`config.mk`:
```
export PLATFORM = sky130hd
export DESIGN_NAME = lzss_front
export DESIGN_NICKNAME = d
export VERILOG_FILES = /design/src/hw/rtl/lzss_pkg.sv /design/src/hw/rtl/lzss_front.sv
export SDC_FILE = /design/constraint.sdc
export NUM_CORES = 1
export LEC_CHECK = 0
export BUFFER_PORTS_ARGS = -buffer_cell sky130_fd_sc_hd__buf_2
export CORE_MARGIN = 2
export CORE_UTILIZATION = 59
export CTS_CLUSTER_SIZE = 12
export DETAILED_ROUTE_END_ITERATION = 8
export PLACE_DENSITY = 0.9
export SLEW_MARGIN = 20
export SYNTH_ARGS = -nofsm -noshare
export SYNTH_HDL_FRONTEND = slang
export SYNTH_SLANG_ARGS = --single-unit
```
`constraint.sdc`:
```
create_clock -name clk_i -period 5.89 [get_ports clk_i]
set_input_delay 1.178 -clock clk_i [delete_from_list [all_inputs] [get_ports clk_i]]
set_output_delay 1.178 -clock clk_i [all_outputs]
set_load 0.005 [all_outputs]
```
`src/hw/rtl/lzss_pkg.sv`:
```
// Shared types and constants for the LZSS window decompressor.
// Used by the front parser, the command queue, the back copier and the top level.
package lzss_pkg;

  // Default window geometry (power of two) and initial write position
  localparam int WINDOW_SIZE_DEF    = 4096;
  localparam int START_POSITION_DEF = 4078;

  // Shortest match a token can describe
  localparam int MATCH_MIN_LEN = 3;

  // Entries in the queue between parser and copier
  localparam int QUEUE_DEPTH = 2;

  typedef enum logic [1:0] {
    CMD_NONE = 2'd0,
    CMD_LIT  = 2'd1,
    CMD_COPY = 2'd2
  } cmd_kind_e;

  // One parsed token: literal byte, or match bytes (first = offset low,
  // second = offset high nibble and length nibble)
  typedef struct packed {
    cmd_kind_e   kind;
    logic [7:0]  first_byte;
    logic [7:0]  second_byte;
    logic        stream_end;
  } cmd_t;

  typedef struct packed {
    logic valid;
    cmd_t cmd;
  } cmd_slot_t;

endpackage

```
`src/hw/rtl/lzss_front.sv`:
```
// Front parser: accepts compressed bytes, tracks flags and token phase,
// and pushes literal / match commands. Depends on lzss_pkg.
module lzss_front (
  input  logic               clk_i,
  input  logic               rst_ni,
  input  logic               in_valid_i,
  output logic               in_stall_o,
  input  logic [7:0]         data_byte_i,
  input  logic               last_byte_i,
  input  logic               queue_full_i,
  output lzss_pkg::cmd_slot_t push_o
);
  import lzss_pkg::*;

  localparam logic [1:0] PH_IDLE   = 2'd0;
  localparam logic [1:0] PH_TOKEN  = 2'd1;
  localparam logic [1:0] PH_SECOND = 2'd2;

  logic [15:0] flag_shift_q, flag_shift_d;
  logic [1:0]  phase_q, phase_d;
  logic [7:0]  held_q, held_d;
  logic        accept;
  logic [15:0] shifted;
  logic        tok_go;
  logic        tok_bit;
  cmd_kind_e   kind;

  assign in_stall_o = queue_full_i;
  assign accept     = in_valid_i && !queue_full_i;
  assign shifted    = flag_shift_q >> 1;

  // Classify the incoming byte
  always_comb begin
    flag_shift_d = flag_shift_q;
    phase_d      = phase_q;
    held_d       = held_q;
    kind         = CMD_NONE;
    tok_go       = 1'b0;
    tok_bit      = 1'b0;
    if (accept) begin
      unique case (phase_q)
        PH_TOKEN: begin
          tok_go  = 1'b1;
          tok_bit = flag_shift_q[0];
        end
        PH_SECOND: begin
          kind    = CMD_COPY;
          phase_d = PH_IDLE;
        end
        default: begin
          // Idle: fetch a new flag byte once the old one is used up
          flag_shift_d = shifted;
          if (!shifted[8]) begin
            flag_shift_d = {8'hFF, data_byte_i};
            phase_d      = PH_TOKEN;
          end else begin
            tok_go  = 1'b1;
            tok_bit = shifted[0];
          end
        end
      endcase
      if (tok_go) begin
        if (tok_bit) begin
          kind    = CMD_LIT;
          phase_d = PH_IDLE;
        end else begin
          held_d  = data_byte_i;
          phase_d = PH_SECOND;
        end
      end
      // End of stream: drop any partial token
      if (last_byte_i) begin
        flag_shift_d = '0;
        phase_d      = PH_IDLE;
        held_d       = '0;
      end
    end
  end

  // Push a command for every token and for every stream end
  always_comb begin
    push_o.valid           = accept && ((kind != CMD_NONE) || last_byte_i);
    push_o.cmd.kind        = kind;
    push_o.cmd.first_byte  = (kind == CMD_COPY) ? held_q : data_byte_i;
    push_o.cmd.second_byte = data_byte_i;
    push_o.cmd.stream_end  = last_byte_i;
  end

  always_ff @(posedge clk_i or negedge rst_ni) begin
    if (!rst_ni) begin
      flag_shift_q <= '0;
      phase_q      <= PH_IDLE;
      held_q       <= '0;
    end else begin
      flag_shift_q <= flag_shift_d;
      phase_q      <= phase_d;
      held_q       <= held_d;
    end
  end

endmodule

```
=== Word level (Yosys, flattened, before mapping) ===
Cells that the tools add are included.

* Register bits: 26

* Eq/ne operators: 7
* Mux-type cells: 22
* Reductions and logical operators: 10

{| class="wikitable"
|+ Operators by type and width
! kind !! count
|-
| 16-bit 2-to-1 mux || 3
|-
| 8-bit 2-to-1 mux || 4
|-
| 2-bit 2-to-1 mux || 8
|-
| 3-bit AND reduction || 2
|-
| 2-bit equality test, second input constant || 2
|-
| 1-bit 2-to-1 mux || 4
|-
| 4-bit by 2-bit inequality test with 1-bit output, second input constant || 1
|-
| 1-bit case mux with 2 select lines || 2
|-
| 2-bit case mux with 2 select lines || 1
|-
| 2-bit nonzero test || 2
|-
| 3-bit inequality test, second input constant || 1
|-
| 2-bit by 1-bit equality test with 1-bit output, second input constant || 1
|-
| 1-bit logical AND || 2
|-
| 2-bit by 1-bit inequality test with 1-bit output, second input constant || 1
|-
| 2-bit inequality test, second input constant || 1
|-
| 2-bit AND reduction || 1
|-
| 2-bit OR reduction || 1
|-
| 1-bit logical NOT || 1
|-
| 1-bit logical OR || 1
|}

=== Logic depth before layout (Yosys ltp) ===
* Word-level depth: 9
* Depth in mapped cells: 7

=== Worst setup path after synthesis ===
OpenSTA, ideal clock, no wires.

* Kind: input-to-output
* From: input port queue_full_i
* To: output port push_o[10] (netlist bit)
* Data arrival time: 2.168 ns
* Setup slack: 2.544 ns
* Stages on the path: 4
* Buffers on the path: 1
* Cells stage by stage: nand2b_4 > a2111o_1 > buf_6 > mux2_4

{| class="wikitable"
|+ RTL lines
! what !! line !! source
|-
| start: declaration || lzss_front.sv:10 || <nowiki>input logic queue_full_i,</nowiki>
|-
| end: declaration || lzss_front.sv:11 || <nowiki>output lzss_pkg::cmd_slot_t push_o</nowiki>
|}

==> summary.md <==
| Metric | Value |
|---|---|
| Synthesized instance count | `170` |
| Design Area, Final | `0.001815 mm2` |
| Post-synth EDFFs | `0` |
| Clock Power Share | `11.7%` |
| Io pins | `34` |
| Initial Utilization | `62.17%` |
| Port bufs | `33` |
| Mapped cell area | `0.001729 mm2` |
| Fill count | `227` |
| Max Slew Vio Count | `0` |
| DR WL/cell | `16.29 um` |
| Power share of the sequential group | `41.5%` |
| Status | `finished clean` |
| Area of the multi-input gates | `902.1 um2` |
| PwrDens | `436.1 mW/mm2` |
| Net count after synthesis | `186` |
| Initial antenna violation count | `0` |
| Final setup violation count | `0` |
| Count of final hold-check violations | `0` |
| Num rows | `19` |
| Pint | `0.0004588 W` |
| Cts hold-fix bufs | `0` |
| Arr. time, crit path | `2.79 ns` |
| CTS tree | `done` |
| Die Y | `58.14 um` |
| Sw frac | `42.04%` |
| Total Neg Setup Slack | `0 ns` |
| Vias/cell | `6.360` |
| Unrepaired setup endpoints after global routing | `false` |
| Unique masters post-synth | `39` |
| Die area | `0.003380 mm2` |
| Root Buffer | `clkbuf_4` |
| Reg area | `650.6 um2` |
| Fin crit share | `67.31%` |
| Initial DRC count | `58` |
| Ys flop type | `dfrtp_1` |
| CP max FO | `34` |
| GPL Wtd Cong | `0.7485` |
| Max_slew headroom | `34.99%` |
| ANT cells | `0` |
| First-pass GRT wire length | `5796 um` |
| Logic pwr share | `46.7%` |
| WL final | `3485 um` |
| Total track usage | `22.37%` |
| Clk buf depth | `2` |
| YS warnings | `0` |
| Register area share after synthesis | `37.63%` |
| Core ar. | `0.002781 mm2` |
| Number of nets still failing antenna checks after routing | `0` |
| Syn avg cell area | `10.17 um2` |
| Drt first pass iters | `4` |
| Max-Cap Viols | `0` |
| Die Wd | `58.14 um` |
| Worst-path clk slew | `0.15 ns` |
| Leakage power | `0.8421 nW` |
| HP Class | `flop to flop` |
| Share of cells above drive strength 1 | `30.60%` |
| Crit Path Category | `input pin to output pin` |
| #FFs+latches synth | `26` |
| Least-Margin Pin Slew | `0.9687 ns` |
| Via Count | `1361` |
| Tmin final | `3.965 ns` |
| Switching pwr | `0.0003328 W` |
| Area after DPL | `0.001779 mm2` |
| Post-CTS Setup Inserts | `0` |
| DRC violations left | `0` |
| Total CTS buffers | `3` |
| F_max | `0.2522 GHz` |
| Nets@finish | `200` |
| Crit path required time | `4.71 ns` |
| Area grow syn2layout | `4.993%` |
| Post-cts gate resize count | `0` |
| Clock Latency Late Sink | `0.33 ns` |
| Placed wire-length estimate | `2428 um` |
| Startpoint types | `input pin` |
| Skew final | `0.007439 ns` |
| Vias in the first global route | `1294` |
| Ys async rst share | `100.0%` |
| Grt ovf | `0` |
| Kind of end point of the critical path | `output pin` |
| H-Tree Level Count | `1` |
| Largest net degree at the start of global routing | `35` |
| Max IR drop VDD | `0.4233 mV` |
| CTS Sinks | `26` |
-- metal layers --
layer  wire, um  GRT usage, %  vias up
met3        130         4.018        5
met5          0             0        -
li1           -             -      643
met4         36         8.638        0
met1       1579         29.64      678
met2       1738         36.53       35
-- final cells by class --
class	instances	share of cell area, %
Multi-Input combinational cell	114	49.69
Sequential cell	26	35.84
Timing Repair Buffer	33	9.097
Tap cell	31	2.136
Clock buffer	4	1.999
Inverter	6	1.241
-- worst max-delay path, cell delays in order --
cell and delay [ns]:
buf_2 0.11, nand2b_4 0.30, a2111o_1 0.69, mux2_4 0.37, buf_2 0.13
-- Yosys cell counts (2+ instances only) --
cell | count | area share, %
mux2_4 | 8 | 6.9
a211oi_1 | 2 | 0.87
o2111ai_1 | 8 | 4.1
o311ai_2 | 6 | 5.6
inv_1 | 5 | 1.1
nand2_1 | 15 | 3.3
dfrtp_1 | 26 | 38
clkbuf_1 | 7 | 1.5
a21oi_1 | 7 | 2.0
buf_2 | 3 | 0.87
mux2i_1 | 8 | 4.6
o31ai_1 | 13 | 5.6
o21ai_0 | 11 | 3.2
buf_4 | 10 | 4.3
nor2_1 | 7 | 1.5
ha_1 | 3 | 2.2
buf_6 | 3 | 2.0
o21ai_1 | 7 | 2.0
-- sequential cells by signal (all words and copies together) (netlist names) --
| signal | count |
|---|---|
| flag_shift_q | 16 |
| held_q | 8 |
| phase_q | 2 |
-- worst paths after layout --
check | start | to | slack [ns] | depth (start not counted)
worst max-delay path | queue_full_i | push_o[13] | 1.93 | 5
worst min-delay path | flag_shift_q[5]$_DFFE_PN0P_ | flag_shift_q[5]$_DFFE_PN0P_ | 0.52 | 2
worst max register to register | phase_q[0]$_DFFE_PN0P_ | phase_q[1]$_DFFE_PN0P_ | 3.54 | 5
min in group asynchronous | rst_ni | held_q[2]$_DFFE_PN0P_ | 0.82 | 1
worst min register to register | flag_shift_q[5]$_DFFE_PN0P_ | flag_shift_q[5]$_DFFE_PN0P_ | 0.52 | 2
max in group asynchronous | rst_ni | flag_shift_q[14]$_DFFE_PN0P_ | 4.67 | 1
-- power by group through the flow --
stage / registers, W / clock network (W) / logic [W]
floorplan: 0.000299 / 0 / 0.000345
global placement: 0.000325 / 0 / 0.000354
detailed placement: 0.000331 / 0 / 0.000368
CTS: 0.000326 / 0.0000952 / 0.000370
global route: 0.000340 / 0.000101 / 0.000413
finish: 0.000329 / 0.0000928 / 0.000370
-- kinds of logic after synthesis --
logic type	share of synthesized area, %
AO/OA/AOI/OAI	27.42
adder cells (fa/ha/maj)	2.171
buffers and inverters	10.20
flip-flops	37.63
multiplexers	12.23
AND/OR/NAND/NOR	10.35
-- cells in the final DEF (no fill, tap or decap), types with 2 or more instances in the layout --
master     instances
mux2_4             8
nor2_1             7
o21ai_0           11
nand2_1           15
ha_1               3
o21ai_1            7
mux2i_1            8
clkbuf_4           3
inv_1              5
o2111ai_1          8
a21oi_1            7
buf_2             33
o31ai_1           13
a211oi_1           2
o311ai_2           6
dfrtp_1           26
-- through the flow --
step	setup slack (ns)	utilization, %	cells	total power (W)	hold WS [ns]
CTS	1.932	65.27	214	0.0007920	0.5223
detailed placement	1.935	63.97	210	0.0006993	0.4875
global placement	1.967	63.97	210	0.0006790	0.4798
finish	1.925	65.27	214	0.0007917	0.5212
global route	1.852	65.27	214	0.0008534	0.5490
floorplan	2.544	-	170	0.0006438	0.4606
No activity file was read; power rests on OpenSTA's default activity.
