**config.mk**
```make
export PLATFORM = sky130hd
export DESIGN_NAME = lzss_cmd_queue
export DESIGN_NICKNAME = d
export VERILOG_FILES = /design/src/hw/rtl/lzss_pkg.sv /design/src/hw/rtl/lzss_cmd_queue.sv
export SDC_FILE = /design/constraint.sdc
export NUM_CORES = 1
export LEC_CHECK = 0
export ABC_AREA = 1
export BUFFER_PORTS_ARGS = -buffer_cell sky130_fd_sc_hd__buf_2
export CORE_UTILIZATION = 54
export CTS_CLUSTER_SIZE = 14
export DETAILED_ROUTE_END_ITERATION = 8
export PLACE_DENSITY = 0.87
export RECOVER_POWER = 50
export SLEW_MARGIN = 20
export SYNTH_ARGS = -nofsm -noshare
export SYNTH_HDL_FRONTEND = slang
export SYNTH_SLANG_ARGS = --single-unit
```
**constraint.sdc**
```tcl
create_clock -name clk_i -period 3.7 [get_ports clk_i]
set_input_delay 0.185 -clock clk_i [delete_from_list [all_inputs] [get_ports clk_i]]
set_output_delay 0.185 -clock clk_i [all_outputs]
set_load 0.05 [all_outputs]
```
**src/hw/rtl/lzss_pkg.sv**
```systemverilog
// Shared types and constants for the LZSS window decompressor.
// Used by the front parser, the command queue, the back copier and the top level.
package lzss_pkg;

  // Default window geometry (power of two) and initial write position
  localparam int WINDOW_SIZE_DEF    = 4096;
  localparam int START_POSITION_DEF = 4078;

  // Shortest match a token can describe
  localparam int MATCH_MIN_LEN = 3;

  // Entries in the queue between parser and copier
  localparam int QUEUE_DEPTH = 2;

  typedef enum logic [1:0] {
    CMD_NONE = 2'd0,
    CMD_LIT  = 2'd1,
    CMD_COPY = 2'd2
  } cmd_kind_e;

  // One parsed token: literal byte, or match bytes (first = offset low,
  // second = offset high nibble and length nibble)
  typedef struct packed {
    cmd_kind_e   kind;
    logic [7:0]  first_byte;
    logic [7:0]  second_byte;
    logic        stream_end;
  } cmd_t;

  typedef struct packed {
    logic valid;
    cmd_t cmd;
  } cmd_slot_t;

endpackage

```
**src/hw/rtl/lzss_cmd_queue.sv**
```systemverilog
// Small command queue between the front parser and the back copier.
// Depends on lzss_pkg.
module lzss_cmd_queue (
  input  logic                clk_i,
  input  logic                rst_ni,
  input  lzss_pkg::cmd_slot_t push_i,
  input  logic                pop_i,
  output lzss_pkg::cmd_slot_t head_o,
  output logic                full_o
);
  import lzss_pkg::*;

  localparam int PW = (QUEUE_DEPTH > 1) ? $clog2(QUEUE_DEPTH) : 1;
  localparam int CW = $clog2(QUEUE_DEPTH + 1);
  localparam logic [CW-1:0] FULL_CNT = CW'(QUEUE_DEPTH);
  localparam logic [PW-1:0] LAST_IDX = PW'(QUEUE_DEPTH - 1);

  cmd_t          slot_q [QUEUE_DEPTH];
  logic [PW-1:0] wr_ptr_q, wr_ptr_d;
  logic [PW-1:0] rd_ptr_q, rd_ptr_d;
  logic [CW-1:0] count_q, count_d;
  logic          do_push;
  logic          do_pop;

  assign full_o       = (count_q == FULL_CNT);
  assign do_push      = push_i.valid && !full_o;
  assign do_pop       = pop_i && (count_q != '0);
  assign head_o.valid = (count_q != '0);
  assign head_o.cmd   = slot_q[rd_ptr_q];

  // Advance pointers and occupancy
  always_comb begin
    wr_ptr_d = wr_ptr_q;
    rd_ptr_d = rd_ptr_q;
    count_d  = count_q;
    if (do_push) begin
      wr_ptr_d = (wr_ptr_q == LAST_IDX) ? '0 : wr_ptr_q + 1'b1;
    end
    if (do_pop) begin
      rd_ptr_d = (rd_ptr_q == LAST_IDX) ? '0 : rd_ptr_q + 1'b1;
    end
    if (do_push && !do_pop) begin
      count_d = count_q + 1'b1;
    end else if (do_pop && !do_push) begin
      count_d = count_q - 1'b1;
    end
  end

  always_ff @(posedge clk_i or negedge rst_ni) begin
    if (!rst_ni) begin
      wr_ptr_q <= '0;
      rd_ptr_q <= '0;
      count_q  <= '0;
    end else begin
      wr_ptr_q <= wr_ptr_d;
      rd_ptr_q <= rd_ptr_d;
      count_q  <= count_d;
    end
  end

  // Entry storage
  always_ff @(posedge clk_i) begin
    if (do_push) begin
      slot_q[wr_ptr_q] <= push_i.cmd;
    end
  end

endmodule

```
### After elaboration in Yosys (flattened, before gate mapping)

Memory sizes are Yosys's and may differ from the RTL's.
Index checks and enable logic that the tools add are counted.

| word-level totals | value |
|---|---|
| bits in registers | 4 |
| RAM bits | 38 |
| bits of input ports | 23 |
| output and inout port bits | 21 |
| word-level logic and storage cells | 24 |
| memories | 1 |

| cells by class | value |
|---|---|
| $add $sub $neg | 4 |
| equality and inequality tests | 1 |
| muxes and demuxes | 6 |
| reductions and logical operators | 9 |

Memory list:

| memory | depth | width | rd ports | clocked after Yosys merged registers in | write ports | RTL line | text |
|---|---|---|---|---|---|---|---|
| slot_q | 2 | 19 | 1 | 0 | 1 | lzss_cmd_queue.sv:18 | `cmd_t slot_q [QUEUE_DEPTH];` |

Operators with widths:

| kind | number |
|---|---|
| $logic_and A1 B1 Y1 | 4 |
| $mux W1 | 4 |
| $mux W2 | 2 |
| $reduce_bool A2 Y1 | 2 |
| $logic_not A1 Y1 | 3 |
| $add A1 B1 Y1 const B | 2 |
| $add A2 B1 Y2 const B | 1 |
| $eq A2 B2 Y1 const B | 1 |
| $sub A2 B1 Y2 const B | 1 |

### Longest topological paths before layout

| logic depth | value |
|---|---|
| depth after elaboration | 7 |
| gate-level depth with buffers | 9 |

### Worst setup path before layout

No wires, ideal clock.

| path | value |
|---|---|
| kind | reg2reg |
| start | register count_q[1] |
| end | memory slot_q[1][0] (netlist bit), enable pin |
| setup time | 0.395 ns |
| arrival | 1.412 ns |
| data required time | 3.305 ns |
| slack | 1.893 ns |
| stages on the path, launching flop included | 4 |
| buffers on the path | 0 |
| clock period less this slack | 1.807 ns |
| path through | dfrtp_1 inv_1 o21ai_0 nor2_1 |

| between the ends | value |
|---|---|
| cells in the longest elaborated chain, start to end | 5 |

RTL lines:

| what | RTL line | text |
|---|---|---|
| from (decl) | lzss_cmd_queue.sv:21 | `logic [CW-1:0] count_q, count_d;` |
| from (signal assigned) | lzss_cmd_queue.sv:57 | `count_q <= count_d;` |
| $eq A2 B2 Y1 | lzss_cmd_queue.sv:25 | `assign full_o = (count_q == FULL_CNT);` |
| $logic_not A1 Y1 | lzss_cmd_queue.sv:26 | `assign do_push = push_i.valid && !full_o;` |
| $logic_and A1 B1 Y1 | lzss_cmd_queue.sv:26 |  |
| $mux W1 | lzss_cmd_queue.sv:63 | `if (do_push) begin` |
| $mux W1 (not written as such) | lzss_cmd_queue.sv:64 | `slot_q[wr_ptr_q] <= push_i.cmd;` |
| to (decl) | lzss_cmd_queue.sv:18 |  |

No other way between the ends.

==> run summary <==
The switching power summed over all nets was 898 uW. The non-filler instance count after layout was 222. The number of register bits inferred by synthesis was 42. Setup repair after global routing left no endpoint under its margin. The later pin in the worst-skew pair is clocked with a latency of 350 ps. For this run, the total global-route usage over all layers was measured as 19.9%. The number of global-route vias before repair is 1066, and the detail-routed net length per standard cell is 12.9 um. Synthesis handed over a netlist of 131 instances. The pre-antenna-repair detailed-routing pass consisted of 6 iterations. The starting density of the core was 57.9%; the net switching fraction of the power was 49.9%. VDD sags by at most 0.561 mV. Once the clock tree was built, the resizer swapped 0 gates to a different size. In this run the number of H-tree levels came out at 2.

In this run the worst path has a maximum fanout of 21. 0 antenna diodes ended up in the layout. The kind of launch point of the worst setup path is a flop.

The number of clock buffers added by TritonCTS is 5. The count of buffers added on input and output ports is 43. Using the TritonRoute via totals, the vias-per-cell ratio works out to 4.91. The dominant cell by count in the synthesized netlist was sky130_fd_sc_hd__nand2_1. STA puts the critical path data arrival time at 2110 ps. TritonCTS built the clock tree. Across all hold checks on the routed design, the worst slack comes to 21.7 ps. From synthesis to final layout, the design area changed by 24.4%. The minimum period implied by the final worst setup slack is 2290 ps, and the power density over the cells is 891 nW/um2.

By area the synthesized netlist is led by sky130_fd_sc_hd__edfxtp_1 (70%), sky130_fd_sc_hd__nand2_1 (15%), sky130_fd_sc_hd__dfrtp_1 (6.2%). The clock sink count was 42. The share of the cycle needed by the critical path after routing was 62.0%; the final worst clock skew was 9.93 ps. The min-delay analysis places its worst path in the category in -> reg. The first global-routing pass estimated 4.57 mm of wire. The cell at the root of the clock tree is sky130_fd_sc_hd__clkbuf_4. Final max-slew violation count: 0. Setup violations remaining at the end of the flow were counted as 0.

Proportion of layout cells with a drive suffix above 1: 22.0%. Portion of total power attributed to the clock network: 12.3%. The run gives 214 as the number of nets in the finished design.

The logs give 2.87 mm for the detailed-route wire length and 16 for the number of library cell types mapped by synthesis. The core box area is 2810 um2, and the number of design-rule violations left by the first detailed-router iteration is 44. The cell area after placement is 1850 um2. By startpoint and endpoint, the worst setup path is classified as reg -> out. The tools report the initial antenna violation count as 0. STA classifies the critical path endpoint as an output pin. The detail route stage leaves a number of antenna-violating nets equal to 0. The largest single stage delay on the critical path is 790 ps. The data required time of the worst path came out at 3510 ps. The analysis attributes to cell leakage a power of 0.000890 uW.

44 I/O pins were placed. The largest individual stage delay along the critical path comes from the cell sky130_fd_sc_hd__dfrtp_1. Power comes to 1800 uW.

By instance count, the cell type seen most on the critical path is sky130_fd_sc_hd__nand2_1. Across the run, the number of max-cap violations was 0. Once placement completed, the tool counted placed cells totaling 201. The transition at the pin with the smallest max-transition slack is 905 ps, and the total setup buffers inserted after CTS is 0. The remaining global-route overflow is 0, and the weighted congestion at the end of routability-driven global placement is 0.646. The share of synthesized area in the top cell type comes to 70.3%. For the area of the mapped netlist, the log shows 1620 um2.

The number of nets handed over by synthesis was 155. In this run, flip-flops and latches consume 39.9% of the power. After legalization and detailed placement, the total HPWL measured 1.88 mm.

In the synthesized netlist the dominant register cell turns out to be sky130_fd_sc_hd__edfxtp_1. In this run the tightest slew margin relative to its limit is 39.6%. Walking the worst path, the cells encountered are inv_1 -> nand2_1 -> nand2_1 -> buf_2. The count of synthesis-stage warnings from yosys was 0. For this block, the via count after detailed routing is 1091. The run gives 903 uW as the internal portion of total power. The floorplan step defined a die boundary enclosing 3230 um2. Width of the die: 56.8 um.

The fraction of registers with async set/reset was 9.52%; the chip height was 56.8 um. Entering global routing, the biggest net connects 22 pins. The run gives 0 ps as the total negative setup slack. The number of flops mapped to enable cells by yosys came out at 38.

The final reports fail on DRC. After routing the design area is 2020 um2. Counting along the longest clock path gives a buffer depth of 2. The logs give 0.436 GHz for the maximum frequency from static timing analysis and 6 for the residual DRC count. The flow ran to the end, but the final reports show violations. Clock-pin slew was measured on the worst setup and hold paths at 120 ps. The hold violation count in the final report is 0, and the share of power burned in combinational logic is 47.8%. Dividing the synthesized area by the synthesized cell count gives 12.4 um2. Of all cell types, the one taking the most synthesized area is sky130_fd_sc_hd__edfxtp_1. The initialized floorplan defines 19 standard-cell rows. The share of the Yosys chip area taken by registers is 76.4%. By count the netlist is led by sky130_fd_sc_hd__nand2_1 (65), sky130_fd_sc_hd__edfxtp_1 (38), sky130_fd_sc_hd__inv_1 (6). After clock tree synthesis, the flow added hold-fix buffers numbering 10.
[worst paths after layout]
check                      depth (start not counted)        from  slack [ps]             to
setup / recovery                                   4    rd_ptr_q        1410      head_o[3]
hold / removal                                     1  push_i[10]          20  slot_q[0][10]
setup reg to reg                                   3  count_q[1]        1950  slot_q[1][12]
hold reg to reg                                    2    wr_ptr_q         510       wr_ptr_q
max in group asynchronous                          2      rst_ni        3330     count_q[1]
min in group asynchronous                          2      rst_ni         170       rd_ptr_q
[worst max-delay path: cells and delay by family (launching register included)]
| kind | cells | cell delay, ps |
|---|---|---|
| and+or+nand+nor | 2 | 240 |
| DFF | 1 | 790 |
| buffers and inverters | 2 | 710 |
[through the flow]
stage / util [%] / setup slack, ps
after floorplan: - / 1890
after global placement: 66.1 / 2010
after detailed placement: 66.1 / 1950
after CTS: 71.8 / 1600
after global routing: 72.0 / 1270
final: 72.0 / 1410
[final cells by class]
type                    count  area [um2]
fillers                   203         785
clock buffers               5        37.5
clock inverters             3        21.3
inverters                   8        30.0
multi-input cells          77         322
well taps                  31        38.8
repair buffers             56         330
flip-flops and latches     42        1240
[sequential cells by signal, indices dropped and copies added, names as in the netlist]
register and count:
wr_ptr_q 1, slot_q 38, count_q 2, rd_ptr_q 1
[logic make-up (layout without fill, tap and decap cells)]
| logic type | count (synthesis) | in the layout | share of synthesized area (%) |
|---|---|---|---|
| AND/OR/NAND/NOR | 74 | 74 | 18.5 |
| flip-flops | 42 | 42 | 76.4 |
| buffers and inverters | 12 | 72 | 3.47 |
| adder cells (fa/ha/maj) | 1 | 1 | 0.770 |
| AO/OA/AOI/OAI | 1 | 1 | 0.308 |
| XOR/XNOR | 1 | 1 | 0.539 |
[layer usage]
metal,routed length (um),share of wire (%),up-vias,track usage (%)
met5,0,0,-,0
met4,49,1.7,0,10.5
met3,180,6.3,5,7.14
met2,1480,51,42,33.2
met1,1170,41,497,22.5
li1,-,-,547,-
[layout by cell type (no fill, tap or decap)]
cell / instances
sky130_fd_sc_hd__ha_1: 1
sky130_fd_sc_hd__clkbuf_4: 5
sky130_fd_sc_hd__nand3_1: 2
sky130_fd_sc_hd__buf_2: 31
sky130_fd_sc_hd__clkinv_2: 1
sky130_fd_sc_hd__nor2_2: 1
sky130_fd_sc_hd__clkinv_4: 1
sky130_fd_sc_hd__nand2_2: 1
sky130_fd_sc_hd__clkinvlp_4: 1
sky130_fd_sc_hd__nor2_4: 1
sky130_fd_sc_hd__xnor2_1: 1
sky130_fd_sc_hd__o21ai_0: 1
sky130_fd_sc_hd__inv_1: 8
sky130_fd_sc_hd__nand2_1: 67
sky130_fd_sc_hd__dfrtp_1: 4
sky130_fd_sc_hd__clkbuf_1: 12
sky130_fd_sc_hd__nor2_1: 1
sky130_fd_sc_hd__edfxtp_1: 38
sky130_fd_sc_hd__dlygate4sd3_1: 13
sky130_fd_sc_hd__nand4_1: 1
[power groups by stage]
stage | Combinational, uW | Clock, uW | Sequential (uW)
after floorplan | 714 | 0 | 694
after global placement | 837 | 0 | 724
after detailed placement | 862 | 0 | 732
after CTS | 873 | 228 | 721
after global routing | 923 | 244 | 730
final | 861 | 221 | 719
No activity file was read; power rests on OpenSTA's default activity.
